$ cat config.mk
export PLATFORM = sky130hd
export DESIGN_NAME = modified_utf7_to_utf8_decoder_unit
export DESIGN_NICKNAME = d
export VERILOG_FILES = /design/src/design/mutf7_pkg.sv /design/src/design/mutf7_ram.sv /design/src/design/mutf7_dp.sv /design/src/design/mutf7_ctrl.sv /design/src/design/modified_utf7_to_utf8_decoder_unit.sv
export SDC_FILE = /design/constraint.sdc
export NUM_CORES = 1
export LEC_CHECK = 0
export ABC_AREA = 0
export BUFFER_PORTS_ARGS = -buffer_cell sky130_fd_sc_hd__clkbuf_2
export CORE_UTILIZATION = 30
export CTS_CLUSTER_DIAMETER = 120
export DETAILED_ROUTE_END_ITERATION = 8
export PLACE_DENSITY = 0.43
export SYNTH_ARGS = -nofsm -noshare
export SYNTH_HDL_FRONTEND = slang
export SYNTH_SLANG_ARGS = --single-unit
$ cat constraint.sdc
create_clock -name clk -period 5.4 [get_ports clk]
set_input_delay 0 -clock clk [delete_from_list [all_inputs] [get_ports clk]]
set_output_delay 0 -clock clk [all_outputs]
set_load 0.02 [all_outputs]
$ cat src/design/mutf7_pkg.sv
// shared types, constants and helpers for the modified utf-7 to utf-8 decoder
package mutf7_pkg;

    localparam int RUN_DEPTH_DEF = 32;

    localparam logic [7:0] CH_AMP   = 8'h26;
    localparam logic [7:0] CH_DASH  = 8'h2D;
    localparam logic [7:0] CH_PLUS  = 8'h2B;
    localparam logic [7:0] CH_COMMA = 8'h2C;

    localparam logic [7:0] UTF_LEAD2 = 8'hC0;
    localparam logic [7:0] UTF_LEAD3 = 8'hE0;
    localparam logic [7:0] UTF_LEAD4 = 8'hF0;
    localparam logic [7:0] UTF_CONT  = 8'h80;

    localparam logic [15:0] SUR_HI_MIN = 16'hD800;
    localparam logic [15:0] SUR_HI_MAX = 16'hDBFF;
    localparam logic [15:0] SUR_LO_MIN = 16'hDC00;
    localparam logic [15:0] SUR_LO_MAX = 16'hDFFF;
    localparam logic [20:0] SUPP_BASE  = 21'h10000;

    typedef enum logic [1:0] {
        ACT_NONE,
        ACT_BYTE,
        ACT_CP,
        ACT_REPLAY
    } act_t;

    typedef enum logic [2:0] {
        SRC_STEP,
        SRC_BARE,
        SRC_UTF,
        SRC_RAM,
        SRC_DASH
    } src_t;

    typedef struct packed {
        act_t       act;
        logic       slot_free;
        logic [2:0] utf_len;
        logic       dash;
        logic       last;
    } dp_status_t;

    typedef struct packed {
        logic       accept;
        logic       push;
        src_t       src;
        logic       out_last;
        logic [1:0] utf_idx;
    } ctrl_cmd_t;

    // {valid, value}
    function automatic logic [6:0] b64_decode(input logic [7:0] c);
        logic [6:0] r;
        r = '0;
        if (c inside {[8'h41:8'h5A]})
        begin
            r = {1'b1, 6'(c - 8'h41)};
        end
        else if (c inside {[8'h61:8'h7A]})
        begin
            r = {1'b1, 6'(c - 8'h61 + 8'd26)};
        end
        else if (c inside {[8'h30:8'h39]})
        begin
            r = {1'b1, 6'(c - 8'h30 + 8'd52)};
        end
        else if (c == CH_PLUS)
        begin
            r = {1'b1, 6'd62};
        end
        else if (c == CH_COMMA)
        begin
            r = {1'b1, 6'd63};
        end
        return r;
    endfunction

    function automatic logic [2:0] utf8_len(input logic [20:0] cp);
        logic [2:0] n;
        if (cp < 21'h80)
        begin
            n = 3'd1;
        end
        else if (cp < 21'h800)
        begin
            n = 3'd2;
        end
        else if (cp < SUPP_BASE)
        begin
            n = 3'd3;
        end
        else
        begin
            n = 3'd4;
        end
        return n;
    endfunction

endpackage

$ cat src/design/mutf7_ram.sv
// generic single-write single-read ram with registered read data
module mutf7_ram #(
    parameter int WIDTH = 8,
    parameter int DEPTH = 32
) (
    input  logic                     clk,
    input  logic                     we,
    input  logic [$clog2(DEPTH)-1:0] waddr,
    input  logic [WIDTH-1:0]         wdata,
    input  logic [$clog2(DEPTH)-1:0] raddr,
    output logic [WIDTH-1:0]         rdata
);

    logic [WIDTH-1:0] mem_reg [DEPTH];
    logic [WIDTH-1:0] rdata_reg;

    always_ff @(posedge clk)
    begin
        if (we)
        begin
            mem_reg[waddr] <= wdata;
        end
        rdata_reg <= mem_reg[raddr];
    end

    assign rdata = rdata_reg;

endmodule

$ cat src/design/mutf7_dp.sv
// datapath: base64 run decoding, surrogate joining, raw run store, output register
module mutf7_dp #(
    parameter int RUN_DEPTH = 32
) (
    input  logic                               clk,
    input  logic                               rst_n,
    input  logic [7:0]                         in_byte,
    input  logic                               in_last,
    input  logic                               out_ready,
    input  mutf7_pkg::ctrl_cmd_t               cmd,
    input  logic [$clog2(RUN_DEPTH+2)-1:0]     rep_idx,
    output mutf7_pkg::dp_status_t              status,
    output logic [$clog2(RUN_DEPTH+2)-1:0]     rep_n,
    output logic                               out_valid,
    output logic [7:0]                         out_byte,
    output logic                               byte_valid,
    output logic                               out_last,
    output logic                               raw_overflow
);

    import mutf7_pkg::*;

    localparam int LEN_W = $clog2(RUN_DEPTH + 2);
    localparam int AW    = $clog2(RUN_DEPTH);
    localparam logic [LEN_W-1:0] DEPTH_L  = LEN_W'(RUN_DEPTH);
    localparam logic [LEN_W-1:0] OVF_MARK = LEN_W'(RUN_DEPTH + 1);

    typedef enum logic [2:0] {
        MODE_DIRECT = 3'b001,
        MODE_AMP    = 3'b010,
        MODE_RUN    = 3'b100
    } mode_t;

    mode_t             mode_reg, mode_next;
    logic [21:0]       acc_reg, acc_next;
    logic [4:0]        cnt_reg, cnt_next;
    logic [9:0]        hs_reg, hs_next;
    logic              hp_reg, hp_next;
    logic              inv_reg, inv_next;
    logic [LEN_W-1:0]  raw_len_reg, raw_len_next;
    logic              ovf_seen_reg, ovf_seen_next;

    logic [20:0]       cp_reg;
    logic [2:0]        len_reg;
    logic [LEN_W-1:0]  rep_n_reg;
    logic              dash_reg;
    logic              last_reg;
    logic              ovf_emit_reg;

    logic              out_valid_reg;
    logic [7:0]        out_byte_reg;
    logic              byte_valid_reg;
    logic              out_last_reg;
    logic              raw_ovf_reg;

    act_t              act;
    logic [7:0]        step_byte;
    logic [20:0]       cp;
    logic [LEN_W-1:0]  rep_cnt;
    logic              rep_dash;
    logic              end_run;
    logic              dash_end;
    logic              set_ovf;
    logic              step_ovf;
    logic              we;
    logic [AW-1:0]     waddr;
    logic [7:0]        wdata;
    logic [6:0]        b64;
    logic [21:0]       acc_shift;
    logic [4:0]        cnt_sum;
    logic [4:0]        cnt_rem;
    logic [15:0]       unit;
    logic              is_hi;
    logic              is_lo;
    logic [20:0]       cp_pair;
    logic [7:0]        rd_data;
    logic [7:0]        utf_byte;
    logic [7:0]        mux_byte;
    logic              mux_bv;
    logic              mux_ovf;

    assign b64       = b64_decode(in_byte);
    assign acc_shift = {acc_reg[15:0], b64[5:0]};
    assign cnt_sum   = cnt_reg + 5'd6;
    assign cnt_rem   = cnt_sum - 5'd16;
    assign unit      = 16'(acc_shift >> cnt_rem);
    assign is_hi     = (unit >= SUR_HI_MIN) && (unit <= SUR_HI_MAX);
    assign is_lo     = (unit >= SUR_LO_MIN) && (unit <= SUR_LO_MAX);
    assign cp_pair   = SUPP_BASE + {1'b0, hs_reg, unit[9:0]};

    always_comb
    begin
        mode_next     = mode_reg;
        acc_next      = acc_reg;
        cnt_next      = cnt_reg;
        hs_next       = hs_reg;
        hp_next       = hp_reg;
        inv_next      = inv_reg;
        raw_len_next  = raw_len_reg;
        ovf_seen_next = ovf_seen_reg;
        act           = ACT_NONE;
        step_byte     = in_byte;
        cp            = {5'b0, unit};
        rep_cnt       = raw_len_reg;
        rep_dash      = 1'b0;
        end_run       = 1'b0;
        dash_end      = 1'b0;
        set_ovf       = 1'b0;
        we            = 1'b0;
        waddr         = raw_len_reg[AW-1:0];
        wdata         = in_byte;

        case (mode_reg)
            MODE_DIRECT:
            begin
                if (in_byte == CH_AMP)
                begin
                    mode_next    = MODE_AMP;
                    acc_next     = '0;
                    cnt_next     = '0;
                    hs_next      = '0;
                    hp_next      = 1'b0;
                    inv_next     = 1'b0;
                    we           = 1'b1;
                    waddr        = '0;
                    wdata        = CH_AMP;
                    raw_len_next = LEN_W'(1);
                end
                else
                begin
                    act = ACT_BYTE;
                end
            end
            default:
            begin
                if (in_byte == CH_DASH && mode_reg == MODE_AMP)
                begin
                    act          = ACT_BYTE;
                    step_byte    = CH_AMP;
                    mode_next    = MODE_DIRECT;
                    raw_len_next = '0;
                end
                else if (in_byte == CH_DASH)
                begin
                    end_run  = 1'b1;
                    dash_end = 1'b1;
                end
                else
                begin
                    mode_next = MODE_RUN;
                    if (raw_len_reg < DEPTH_L)
                    begin
                        we           = 1'b1;
                        raw_len_next = raw_len_reg + 1'b1;
                    end
                    else
                    begin
                        raw_len_next = OVF_MARK;
                    end
                    if (!inv_reg)
                    begin
                        if (!b64[6])
                        begin
                            inv_next = 1'b1;
                        end
                        else
                        begin
                            acc_next = acc_shift;
                            cnt_next = cnt_sum;
                            if (cnt_sum >= 5'd16)
                            begin
                                cnt_next = cnt_rem;
                                if (is_hi)
                                begin
                                    hs_next = unit[9:0];
                                    hp_next = 1'b1;
                                end
                                else
                                begin
                                    act     = ACT_CP;
                                    cp      = (is_lo && hp_reg) ? cp_pair : {5'b0, unit};
                                    hs_next = '0;
                                    hp_next = 1'b0;
                                end
                            end
                        end
                    end
                    end_run = in_last;
                end
            end
        endcase

        if (end_run)
        begin
            if (inv_next)
            begin
                act      = ACT_REPLAY;
                rep_dash = dash_end;
                if (raw_len_next > DEPTH_L)
                begin
                    set_ovf = 1'b1;
                    rep_cnt = DEPTH_L;
                end
                else
                begin
                    rep_cnt = raw_len_next;
                end
            end
            mode_next    = MODE_DIRECT;
            acc_next     = '0;
            cnt_next     = '0;
            hs_next      = '0;
            hp_next      = 1'b0;
            inv_next     = 1'b0;
            raw_len_next = '0;
        end

        step_ovf      = ovf_seen_reg | set_ovf;
        ovf_seen_next = step_ovf;

        if (in_last)
        begin
            mode_next     = MODE_DIRECT;
            acc_next      = '0;
            cnt_next      = '0;
            hs_next       = '0;
            hp_next       = 1'b0;
            inv_next      = 1'b0;
            raw_len_next  = '0;
            ovf_seen_next = 1'b0;
        end
    end

    always_ff @(posedge clk or negedge rst_n)
    begin
        if (!rst_n)
        begin
            mode_reg     <= MODE_DIRECT;
            acc_reg      <= '0;
            cnt_reg      <= '0;
            hs_reg       <= '0;
            hp_reg       <= 1'b0;
            inv_reg      <= 1'b0;
            raw_len_reg  <= '0;
            ovf_seen_reg <= 1'b0;
        end
        else if (cmd.accept)
        begin
            mode_reg     <= mode_next;
            acc_reg      <= acc_next;
            cnt_reg      <= cnt_next;
            hs_reg       <= hs_next;
            hp_reg       <= hp_next;
            inv_reg      <= inv_next;
            raw_len_reg  <= raw_len_next;
            ovf_seen_reg <= ovf_seen_next;
        end
    end

    always_ff @(posedge clk)
    begin
        if (cmd.accept)
        begin
            cp_reg       <= cp;
            len_reg      <= utf8_len(cp);
            rep_n_reg    <= rep_cnt;
            dash_reg     <= rep_dash;
            last_reg     <= in_last;
            ovf_emit_reg <= step_ovf;
        end
    end

    mutf7_ram #(
        .WIDTH (8),
        .DEPTH (RUN_DEPTH)
    ) u_ram (
        .clk   (clk),
        .we    (cmd.accept & we),
        .waddr (waddr),
        .wdata (wdata),
        .raddr (rep_idx[AW-1:0]),
        .rdata (rd_data)
    );

    always_comb
    begin
        case (len_reg)
            3'd1:
            begin
                utf_byte = cp_reg[7:0];
            end
            3'd2:
            begin
                if (cmd.utf_idx == 2'd0)
                begin
                    utf_byte = UTF_LEAD2 | {3'b0, cp_reg[10:6]};
                end
                else
                begin
                    utf_byte = UTF_CONT | {2'b0, cp_reg[5:0]};
                end
            end
            3'd3:
            begin
                case (cmd.utf_idx)
                    2'd0:    utf_byte = UTF_LEAD3 | {4'b0, cp_reg[15:12]};
                    2'd1:    utf_byte = UTF_CONT | {2'b0, cp_reg[11:6]};
                    default: utf_byte = UTF_CONT | {2'b0, cp_reg[5:0]};
                endcase
            end
            default:
            begin
                case (cmd.utf_idx)
                    2'd0:    utf_byte = UTF_LEAD4 | {5'b0, cp_reg[20:18]};
                    2'd1:    utf_byte = UTF_CONT | {2'b0, cp_reg[17:12]};
                    2'd2:    utf_byte = UTF_CONT | {2'b0, cp_reg[11:6]};
                    default: utf_byte = UTF_CONT | {2'b0, cp_reg[5:0]};
                endcase
            end
        endcase
    end

    always_comb
    begin
        case (cmd.src)
            SRC_STEP:
            begin
                mux_byte = step_byte;
                mux_bv   = 1'b1;
                mux_ovf  = step_ovf;
            end
            SRC_UTF:
            begin
                mux_byte = utf_byte;
                mux_bv   = 1'b1;
                mux_ovf  = ovf_emit_reg;
            end
            SRC_RAM:
            begin
                mux_byte = rd_data;
                mux_bv   = 1'b1;
                mux_ovf  = ovf_emit_reg;
            end
            SRC_DASH:
            begin
                mux_byte = CH_DASH;
                mux_bv   = 1'b1;
                mux_ovf  = ovf_emit_reg;
            end
            default:
            begin
                mux_byte = '0;
                mux_bv   = 1'b0;
                mux_ovf  = step_ovf;
            end
        endcase
    end

    always_ff @(posedge clk or negedge rst_n)
    begin
        if (!rst_n)
        begin
            out_valid_reg <= 1'b0;
        end
        else if (cmd.push)
        begin
            out_valid_reg <= 1'b1;
        end
        else if (out_ready)
        begin
            out_valid_reg <= 1'b0;
        end
    end

    always_ff @(posedge clk)
    begin
        if (cmd.push)
        begin
            out_byte_reg   <= mux_byte;
            byte_valid_reg <= mux_bv;
            out_last_reg   <= cmd.out_last;
            raw_ovf_reg    <= mux_ovf;
        end
    end

    assign status.act       = act;
    assign status.slot_free = !out_valid_reg || out_ready;
    assign status.utf_len   = len_reg;
    assign status.dash      = dash_reg;
    assign status.last      = last_reg;
    assign rep_n            = rep_n_reg;

    assign out_valid    = out_valid_reg;
    assign out_byte     = out_byte_reg;
    assign byte_valid   = byte_valid_reg;
    assign out_last     = out_last_reg;
    assign raw_overflow = raw_ovf_reg;

endmodule

$ cat src/design/mutf7_ctrl.sv
// controller: request acceptance and sequencing of utf-8, replay and end-mark results
module mutf7_ctrl #(
    parameter int RUN_DEPTH = 32
) (
    input  logic                               clk,
    input  logic                               rst_n,
    input  logic                               in_valid,
    input  logic                               in_last,
    output logic                               in_ready,
    input  mutf7_pkg::dp_status_t              status,
    input  logic [$clog2(RUN_DEPTH+2)-1:0]     rep_n,
    output mutf7_pkg::ctrl_cmd_t               cmd,
    output logic [$clog2(RUN_DEPTH+2)-1:0]     rep_idx
);

    import mutf7_pkg::*;

    localparam int LEN_W = $clog2(RUN_DEPTH + 2);

    typedef enum logic [4:0] {
        S_IN    = 5'b00001,
        S_UTF   = 5'b00010,
        S_RADDR = 5'b00100,
        S_RDATA = 5'b01000,
        S_DASH  = 5'b10000
    } state_t;

    state_t            state_reg, state_next;
    logic [1:0]        idx_reg, idx_next;
    logic [LEN_W-1:0]  k_reg, k_next;

    always_comb
    begin
        state_next   = state_reg;
        idx_next     = idx_reg;
        k_next       = k_reg;
        in_ready     = 1'b0;
        cmd.accept   = 1'b0;
        cmd.push     = 1'b0;
        cmd.src      = SRC_STEP;
        cmd.out_last = 1'b0;
        cmd.utf_idx  = idx_reg;

        case (state_reg)
            S_IN:
            begin
                in_ready = status.slot_free;
                if (in_valid && status.slot_free)
                begin
                    cmd.accept = 1'b1;
                    case (status.act)
                        ACT_BYTE:
                        begin
                            cmd.push     = 1'b1;
                            cmd.src      = SRC_STEP;
                            cmd.out_last = in_last;
                        end
                        ACT_CP:
                        begin
                            state_next = S_UTF;
                            idx_next   = '0;
                        end
                        ACT_REPLAY:
                        begin
                            state_next = S_RADDR;
                            k_next     = '0;
                        end
                        default:
                        begin
                            cmd.push     = in_last;
                            cmd.src      = SRC_BARE;
                            cmd.out_last = 1'b1;
                        end
                    endcase
                end
            end
            S_UTF:
            begin
                if (status.slot_free)
                begin
                    cmd.push = 1'b1;
                    cmd.src  = SRC_UTF;
                    if ({1'b0, idx_reg} + 3'd1 == status.utf_len)
                    begin
                        cmd.out_last = status.last;
                        state_next   = S_IN;
                    end
                    else
                    begin
                        idx_next = idx_reg + 2'd1;
                    end
                end
            end
            S_RADDR:
            begin
                state_next = S_RDATA;
            end
            S_RDATA:
            begin
                if (status.slot_free)
                begin
                    cmd.push = 1'b1;
                    cmd.src  = SRC_RAM;
                    if (k_reg + 1'b1 == rep_n)
                    begin
                        if (status.dash)
                        begin
                            state_next = S_DASH;
                        end
                        else
                        begin
                            cmd.out_last = status.last;
                            state_next   = S_IN;
                        end
                    end
                    else
                    begin
                        k_next     = k_reg + 1'b1;
                        state_next = S_RADDR;
                    end
                end
            end
            S_DASH:
            begin
                if (status.slot_free)
                begin
                    cmd.push     = 1'b1;
                    cmd.src      = SRC_DASH;
                    cmd.out_last = status.last;
                    state_next   = S_IN;
                end
            end
            default:
            begin
                state_next = S_IN;
            end
        endcase
    end

    always_ff @(posedge clk or negedge rst_n)
    begin
        if (!rst_n)
        begin
            state_reg <= S_IN;
            idx_reg   <= '0;
            k_reg     <= '0;
        end
        else
        begin
            state_reg <= state_next;
            idx_reg   <= idx_next;
            k_reg     <= k_next;
        end
    end

    assign rep_idx = k_reg;

endmodule

$ cat src/design/modified_utf7_to_utf8_decoder_unit.sv
// top level of the modified utf-7 to utf-8 mailbox name decoder
// a result is registered in the output register in the cycle after it is pushed
// throughput: one request per cycle when it passes through or gives no data and the output is not stalled
// a decoded code point is pushed as its one to four utf-8 bytes from S_UTF, each when the slot is free
// invalid run: each stored byte via S_RADDR and S_RDATA (ram read), then a closing dash via S_DASH
// reset: rst_n clears the decode state and output valid at once; the run ram is not cleared
module modified_utf7_to_utf8_decoder_unit #(
    parameter int RUN_DEPTH = mutf7_pkg::RUN_DEPTH_DEF
) (
    input  logic       clk,
    input  logic       rst_n,
    input  logic       in_valid,
    output logic       in_ready,
    input  logic [7:0] in_byte,
    input  logic       in_last,
    output logic       out_valid,
    input  logic       out_ready,
    output logic [7:0] out_byte,
    output logic       byte_valid,
    output logic       out_last,
    output logic       raw_overflow
);

    import mutf7_pkg::*;

    localparam int LEN_W = $clog2(RUN_DEPTH + 2);

    dp_status_t        status;
    ctrl_cmd_t         cmd;
    logic [LEN_W-1:0]  rep_n;
    logic [LEN_W-1:0]  rep_idx;

    mutf7_ctrl #(
        .RUN_DEPTH (RUN_DEPTH)
    ) u_ctrl (
        .clk      (clk),
        .rst_n    (rst_n),
        .in_valid (in_valid),
        .in_last  (in_last),
        .in_ready (in_ready),
        .status   (status),
        .rep_n    (rep_n),
        .cmd      (cmd),
        .rep_idx  (rep_idx)
    );

    mutf7_dp #(
        .RUN_DEPTH (RUN_DEPTH)
    ) u_dp (
        .clk          (clk),
        .rst_n        (rst_n),
        .in_byte      (in_byte),
        .in_last      (in_last),
        .out_ready    (out_ready),
        .cmd          (cmd),
        .rep_idx      (rep_idx),
        .status       (status),
        .rep_n        (rep_n),
        .out_valid    (out_valid),
        .out_byte     (out_byte),
        .byte_valid   (byte_valid),
        .out_last     (out_last),
        .raw_overflow (raw_overflow)
    );

endmodule

==> results.toml <==
[yosys]
synth.distinct_cells = 87
synth_fp_nets = 1335
async_flop_share = 0.154
yosysTopAreaCell = "edfxtp_1"
netlist_top_cells_area = "edfxtp_1, dfrtp_1, mux4_2"
yosysSeqAreaShare = 0.620
synth_ff_type = "edfxtp_1"
synth_warnings = 0
netlist_area_um2 = 17100
synthCells = 1304
syn_area_per_cell_um2 = 13.1
synth_enable_flop_cells = 300
synth_top_area_frac = 0.528
ys_ff_latch = 364

[worst_setup_path]
cp.arrival_ps = 4170
crit_chain = "inv_1 -> ha_1 -> buf_4 -> mux4_2 -> nand3_1 -> nor4b_1 -> nand3_1 -> nand4_2 -> nand3_1 -> o21ai_1"
critPathMaxFanout = 28
crit_path_frequent_cell = "nand3_1"
crit_path_top_delay_cell = "o21ai_1"
worst_setup_path_end_kind = "flip-flop"
required_ps = 5570
startpoint_type = "flip-flop"
cp_slowest_stage_delay_ps = 790
setup.worst_path.class = "flip-flop to flip-flop"

[clock_network]
cts_sinks = 364
clockRootBuffer = "clkbuf_16"
htreeDepth = 2
cts_tree = "yes"
ctsLongestPathBuffers = 3
cts_resized = 0
path_clk_slew_ps = 60
cts_buffers = 42
clock_latency_ps = 560

[route]
routed_wirelength_um = 45900
firstDrtPassIters = 5
drt_iter0_drc = 817
route.detailed.drc = 0
antenna_left = 0
routedWlPerCell_um = 21.7
routed-via-count = 10991
routed_via_density = 5.20

[die]
core_um2 = 56300
num_rows = 87
ios = 26
die_width_um = 240
die_area_um2 = 57800
initial_core_util = 0.303
dieHeight_um = 240

[timing]
fmax_mhz = 250
slew_viol_final = 0
fin_setup_tns_ps = 0
tightestPinTransition_ps = 1010
final_hold_viol_count = 0
maxSlewHeadroom = 0.330
fin_crit_ps = 4000
setup-violations-final = 0
finalWorstSetupSlack_ps = 1400
skew_ps = 20.9
rsz0062_at_grt = "no"
min_period_over_period = 0.740

[job]
maxCapViolCount = 0

[global_routing]
grt_antenna_before_repair = 2
grt_pass1_vias = 10943
grt_max_degree = 57
grt_pass1_wl_um = 69600
grt_util_all_layers = 0.162
overflow = 0

[place]
gp_congestion = 0.824
io_buffers = 25
post-place-ws_ps = 1440
dp_hpwl_um = 30800

[finish]
largest_reg_flops = 256
drive_gt1_frac = 0.133
finalNetCount = 1354
postLayoutCoreUtil = 0.343
layout_commonest_cell = "edfxtp_1"
layout_common_cells = "edfxtp_1, nand2_1, nor2_1"
n_antenna_cell = 0
syn2layout_area_growth_pct = 13.3

[worst_hold_path]
hold_path.class = "input port to flip-flop"

[pwr]
worst_ir_drop_vdd_mv = 0.231
power.density_nw_per_um2 = 417
p_leak_nw = 6.31

[status]
outcome = "finished, final reports clean"
==> routing by layer <==
metal	vias up	part of all wire	GRT usage
met1	5520	0.47	0.226
li1	5130	-	-
met3	77	0.039	0.0203
met2	264	0.46	0.257
met4	0	0.028	0.0556
met5	-	0	0
==> per-stage QoR <==
stage	hold WS [ps]	power, mW	instances	instance area, um2
2_1_floorplan	-296	4.84	1304	17100
3_3_place_gp	233	5.45	2030	18000
3_5_place_dp	243	5.45	2030	18000
4_1_cts	1.54	8.16	2112	19300
5_1_grt	42.0	8.44	2112	19300
6_report	31.4	8.06	2112	19300
==> cell usage after synthesis, types with 8 or more instances <==
cell type,count
a211oi_1,12
a21o_1,9
a21oi_1,44
a22o_1,11
a31oi_1,17
and2_1,8
buf_1,8
buf_2,11
clkbuf_1,58
dfrtp_1,54
dfxtp_1,8
edfxtp_1,300
ha_1,18
inv_1,32
mux2_2,8
mux2i_1,72
mux4_2,38
nand2_1,137
nand3_1,31
nand4_1,8
nor2_1,91
nor2b_1,15
nor3_1,15
o21ai_0,65
o21ai_1,9
o221ai_1,41
o22ai_1,17
o31ai_1,11
xnor2_1,9
xor2_1,8
==> where the power goes <==
group          internal (mW)  switching, mW
Clock                   1.54           1.13
Combinational          0.649           1.22
Sequential              3.31          0.208
Total                   5.50           2.55
==> cells by family after synthesis <==
logic type               Yosys count  share of synthesized area
AO/OA/AOI/OAI                    313                      0.130
adder cells (fa/ha/maj)           18                     0.0132
multiplexers                     119                     0.0984
AND/OR/NAND/NOR                  355                     0.0983
XOR/XNOR                          20                     0.0124
flip-flops                       364                      0.620
buffers and inverters            115                     0.0279
==> worst paths after layout <==
kind | slack (ps) | start | depth (start not counted) | to
min in group asynchronous | 170 | rst_n | 3 | u_dp.acc_reg[15]
setup / recovery | 1400 | u_dp.cnt_reg[1] | 10 | u_dp.out_byte[5]
hold / removal | 30 | in_valid | 4 | u_ctrl.state_reg[1]
max in group asynchronous | 4570 | rst_n | 3 | u_ctrl.rep_idx[0]
hold reg to reg | 470 | u_dp.hp_reg | 2 | u_dp.hp_reg
setup reg to reg | 1400 | u_dp.cnt_reg[1] | 10 | u_dp.out_byte[5]
==> worst max-delay path: cells and delay by family (launching register included) <==
| family | cells | cell delay, ps |
|---|---|---|
| mux | 1 | 390 |
| flops | 1 | 370 |
| compound gates | 1 | 790 |
| simple gates | 5 | 1150 |
| fa+ha+maj | 1 | 370 |
| buf+inv | 2 | 530 |
==> cell type report <==
type                       count  area, um2
fill                        5546      36900
tap                          756        946
sequential                   364      10600
timing repair buffer          57        378
clock inverter                20        140
multi-input combinational    825       6020
clock buffer                  57       1150
inverter                      33        124
==> what timing repair did <==
action | 4_1_cts | 5_1_grt
setup endpoints to repair | 0 | 0
buffers inserted | 0 | 0
hold buffers | 5 | 0
hold endpoints to repair | 61 | 0
Power figures use the tool's default switching activity.
